==> config.mk <==
export PLATFORM = sky130hd
export DESIGN_NAME = bsc_temp
export DESIGN_NICKNAME = d
export VERILOG_FILES = /design/src/hw/rtl/bsc_pkg.sv /design/src/hw/rtl/bsc_temp.sv
export SDC_FILE = /design/constraint.sdc
export NUM_CORES = 2
export LEC_CHECK = 0
export BUFFER_PORTS_ARGS = -buffer_cell sky130_fd_sc_hd__buf_4
export CAP_MARGIN = 0
export CORE_MARGIN = 4
export CORE_UTILIZATION = 45
export DETAILED_ROUTE_END_ITERATION = 12
export PLACE_DENSITY_LB_ADDON = 0.08
export SLEW_MARGIN = 0
export SYNTH_ARGS = -nofsm -noshare
export SYNTH_HDL_FRONTEND = slang
export SYNTH_SLANG_ARGS = --single-unit
==> constraint.sdc <==
create_clock -name clk -period 14.95 [get_ports clk]
set_clock_uncertainty 0.2 [all_clocks]
set_input_delay 1.495 -clock clk [delete_from_list [all_inputs] [get_ports clk]]
set_output_delay 1.495 -clock clk [all_outputs]
set_load 0.005 [all_outputs]
==> src/hw/rtl/bsc_pkg.sv <==
// ----------------------------------------------------------------------------
// bsc_pkg
// shared constants and fixed-point helpers for the sensor compensation block
// ----------------------------------------------------------------------------
`timescale 1ns / 1ps

package bsc_pkg;

  // register indexes
  localparam logic [2:0] REG_TEMP    = 3'd0;
  localparam logic [2:0] REG_PRESS_A = 3'd1;
  localparam logic [2:0] REG_PRESS_B = 3'd2;
  localparam logic [2:0] REG_PRESS_C = 3'd3;
  localparam logic [2:0] REG_HUM_A   = 3'd4;
  localparam logic [2:0] REG_HUM_B   = 3'd5;

  localparam logic [31:0] T_OFFSET   = 32'd64000;
  localparam logic [31:0] P_BASE     = 32'd1048576;
  localparam logic [31:0] P_SCALE    = 32'd3125;
  localparam logic [31:0] P_ONE      = 32'd32768;
  localparam logic [31:0] H_OFFSET   = 32'd76800;
  localparam logic [31:0] H_ROUND    = 32'd16384;
  localparam logic [31:0] H_BIAS     = 32'd2097152;
  localparam logic [31:0] H_HALF     = 32'd8192;
  localparam logic [31:0] H_LIMIT    = 32'd419430400;
  localparam logic [31:0] HUM_MAX    = 32'd102400;

  function automatic logic [31:0] asr32(logic [31:0] v, int unsigned n);
    asr32 = $unsigned($signed(v) >>> n);
  endfunction

  // signed divide by 2^n, truncating toward zero
  function automatic logic [31:0] sdivp2(logic [31:0] v, int unsigned n);
    logic [31:0] m;
    m = 32'd0 - v;
    sdivp2 = v[31] ? (32'd0 - (m >> n)) : (v >> n);
  endfunction

  function automatic logic [31:0] sext16(logic [15:0] v);
    sext16 = {{16{v[15]}}, v};
  endfunction

  function automatic logic [31:0] sext12(logic [11:0] v);
    sext12 = {{20{v[11]}}, v};
  endfunction

  function automatic logic [31:0] sext8(logic [7:0] v);
    sext8 = {{24{v[7]}}, v};
  endfunction

endpackage

==> src/hw/rtl/bsc_temp.sv <==
// ----------------------------------------------------------------------------
// bsc_temp
// fine temperature pipeline (four stages) and centidegree output (one more)
// ----------------------------------------------------------------------------
`timescale 1ns / 1ps

module bsc_temp (
  input  logic        clk,
  input  logic        en,
  input  logic [19:0] raw_temp,
  input  logic [47:0] coeffs,
  output logic [31:0] tf,
  output logic [31:0] temp_out
);

  logic [31:0] t1, t2, t3;
  logic [31:0] a_in, d;
  logic [31:0] ma, dd;
  logic [31:0] a3, mb;
  logic [31:0] tf5;

  assign t1 = {16'd0, coeffs[15:0]};
  assign t2 = bsc_pkg::sext16(coeffs[31:16]);
  assign t3 = bsc_pkg::sext16(coeffs[47:32]);
  assign tf5 = (tf << 2) + tf + 32'd128;

  always_ff @(posedge clk) begin
    if (en) begin
      a_in     <= {15'd0, raw_temp[19:3]} - {15'd0, coeffs[15:0], 1'b0};
      d        <= {16'd0, raw_temp[19:4]} - t1;
      ma       <= a_in * t2;
      dd       <= d * d;
      a3       <= bsc_pkg::asr32(ma, 11);
      mb       <= bsc_pkg::asr32(dd, 12) * t3;
      tf       <= a3 + bsc_pkg::asr32(mb, 14);
      temp_out <= bsc_pkg::asr32(tf5, 8);
    end
  end

endmodule

==> results.md <==
- Gate Count Post-Synth: 3918
- Antenna-violating nets left: 0
- Crit Path Max Fanout: 41
- Fin. max-slew vios: 0
- DRT iter0 DRCs: 992
- Post-Syn Area: 38400 um2
- Clock Path Buffers: 2
- Setup bufs post-CTS: 0
- Worst-skew pair later-pin latency: 460 ps
- Final worst setup slack: 6330 ps
- Synth area leader: fa_1
- Crit path max-delay family: adder cells
- Critical path's most frequent cell: fa_1
- Average size of a mapped cell: 9.81 um2
- Worst path arrival time: 8600 ps
- Share of cells above drive strength 1: 5.36%
- Async set or reset register ratio after synthesis: 0%
- Critical path's largest stage delay: 1000 ps
- Outcome: finished clean
- Top FF cell, synth: edfxtp_1
- First-pass GRT wire length: 145 mm
- CP max-delay cell: fa_1
- Top post-synthesis cells by area: fa_1, ha_1, edfxtp_1, inv_1, and2_1
- Req. time, crit path: 14930 ps
- Port Buffer Count: 130
- Fin. Hold Viols: 0
- Die H: 300 um
- Core area: 84200 um2
- Slew @ Worst Pin: 963 ps
- Ports: 134
- Post-synth top cells: inv_1, fa_1, nand2_1
- Unrepaired setup endpoints after global routing: false
- Crit Path Category: flip-flop to flip-flop
- Top-count cell post-synth: inv_1
- Yosys top cell area share: 45.3%
- Distinct cells, synth: 64
- Chip Width: 300 um
- Yosys warning total: 0
- DRC: 0
- Core Rows: 106
- Gr usage total: 20.5%
- WP depth: 20
- Crit path cell chain: buf_4 -> nand2_1 -> fa_1 -> fa_1 -> fa_1 -> fa_1 -> inv_1 -> fa_1 -> fa_1 -> fa_1 -> fa_1 -> ha_1 -> a21oi_1 -> o22ai_1 -> o21a_1 -> or3_1 -> a221oi_1 -> o22ai_1 -> o41ai_1 -> xnor2_1
- CTS tree: built
- Initial antenna violation count: 2
- Clock root buffer master: clkbuf_16
- Hold path cells: 0
- EDFF count, synth: 144
- H-tree depth: 4
- FF-to-FF path depth: 20
- Final setup TNS: 0 ps
- Area of the multi-input gates: 29600 um2
- Worst relative slew slack: 35.8%
- Layout net count: 5250
- Filler cells: 8074
- Final Routed Wirelength: 86.8 mm
- Post-DP HPWL: 70.3 mm
- Total number of vias: 24700
- WP buf/inv: 2
- Syn Nets: 5223
- Area Growth Syn to Fin: 6.68%
- Period utilisation layout: 57.6%
- Max Clk Rate: 116 MHz
- Grt ovf: 0
- Num Clock Sinks: 144
- Post-CTS Hold Fix Bufs: 0
- ANT cells: 0
- Dpl ws: 6060 ps
- Tmin final: 8620 ps
- Critical Path Start Type: flip-flop
- Vias in the first global route: 27300
- Initial Util: 45.6%
- Hold Crit Class: flip-flop to flip-flop
- Element type at the critical path end: flip-flop
- #FFs+latches synth: 144
- TritonCTS buffer count: 17
- Register Area: 4320 um2
- 1st-pass router iterations: 5
- Via density: 4.85
- Die footprint: 90200 um2
- Max_cap viols: 0
- Post-synthesis sequential area ratio: 11.2%
- Post-cts resize count: 0
- Clk pin slew, worst setup/hold paths: 70 ps
- Per-cell routed wire length: 17.0 um
- Routability congestion estimate: 0.802
- Largest net degree at the start of global routing: 91
- Final setup violation count: 0
==> placed cells by master (no fill, tap or decap), types with 13 or more instances in the layout <==
| cell type | n |
|---|---|
| a21o_1 | 21 |
| a21oi_1 | 63 |
| and2_1 | 293 |
| buf_4 | 158 |
| clkbuf_16 | 17 |
| edfxtp_1 | 144 |
| fa_1 | 870 |
| ha_1 | 365 |
| inv_1 | 1031 |
| nand2_1 | 443 |
| nand2b_1 | 31 |
| nand3_1 | 13 |
| nor2_1 | 96 |
| nor2b_1 | 27 |
| nor3_1 | 30 |
| o21a_1 | 21 |
| o21ai_0 | 37 |
| xnor2_1 | 126 |
| xor2_1 | 37 |
==> path summary, 6_finish.rpt <==
kind / startpoint / endpoint / slack, ps
max: a_in[3] / dd[31] / 6330
min: ma[24] / a3[13] / 210
min reg2reg: ma[24] / a3[13] / 210
max reg2reg: a_in[3] / dd[31] / 6330
==> cells by family (layout without fill, tap and decap cells) <==
| kind of cell | count (synthesis) | in the layout | synth area share (%) |
|---|---|---|---|
| compound gates | 219 | 219 | 3.83 |
| xor+xnor | 163 | 163 | 3.71 |
| fa+ha+maj | 1235 | 1235 | 57.2 |
| buf+inv | 1183 | 1223 | 11.8 |
| flops | 144 | 144 | 11.2 |
| mux | 1 | 1 | 0.0293 |
| simple gates | 973 | 973 | 12.2 |
==> final cells by class <==
| type | instances | share of cell area (%) |
|---|---|---|
| flip-flops and latches | 144 | 10.5 |
| clock inverters | 15 | 0.409 |
| repair buffers | 159 | 2.92 |
| inverters | 1032 | 9.45 |
| well taps | 1134 | 3.46 |
| clock buffers | 17 | 1.04 |
| multi-input cells | 2591 | 72.2 |
==> worst register-to-register path, stage by stage (launching register included) <==
cell and delay [ps]:
edfxtp_1 340, buf_4 460, nand2_1 280, fa_1 690
fa_1 480, fa_1 1000, fa_1 540, inv_1 90
fa_1 450, fa_1 570, fa_1 430, fa_1 450
ha_1 380, a21oi_1 180, o22ai_1 90, o21a_1 170
or3_1 360, a221oi_1 510, o22ai_1 230, o41ai_1 340
xnor2_1 130
==> routing by layer <==
layer / routed length, um / global-route usage (%) / vias to the layer above
met5: 0 / 0 / -
met4: 1330 / 3.74 / 0
met3: 2410 / 1.73 / 69
met2: 43800 / 36.2 / 327
met1: 39200 / 27.9 / 12700
li1: - / - / 11600
==> through the flow <==
| stage | hold slack [ps] | cells | cell area, um2 | utilization, % |
|---|---|---|---|---|
| 3_3_place_gp | 204 | 5060 | 40400 | 48.0 |
| 2_1_floorplan | 200 | 3918 | 38400 | - |
| 6_report | 210 | 5092 | 41000 | 48.7 |
| 3_5_place_dp | 205 | 5060 | 40400 | 48.0 |
| 5_1_grt | 221 | 5092 | 41000 | 48.7 |
| 4_1_cts | 209 | 5092 | 41000 | 48.7 |
==> registers in the layout (all words and copies together) (netlist names) <==
name,flops
temp_out,24
tf,22
a3,21
ma,21
dd,20
a_in,18
mb,18
Power is left out: the tool's default activity adds up to more than one toggle a clock period on the data nets, which glitch-free logic cannot reach.
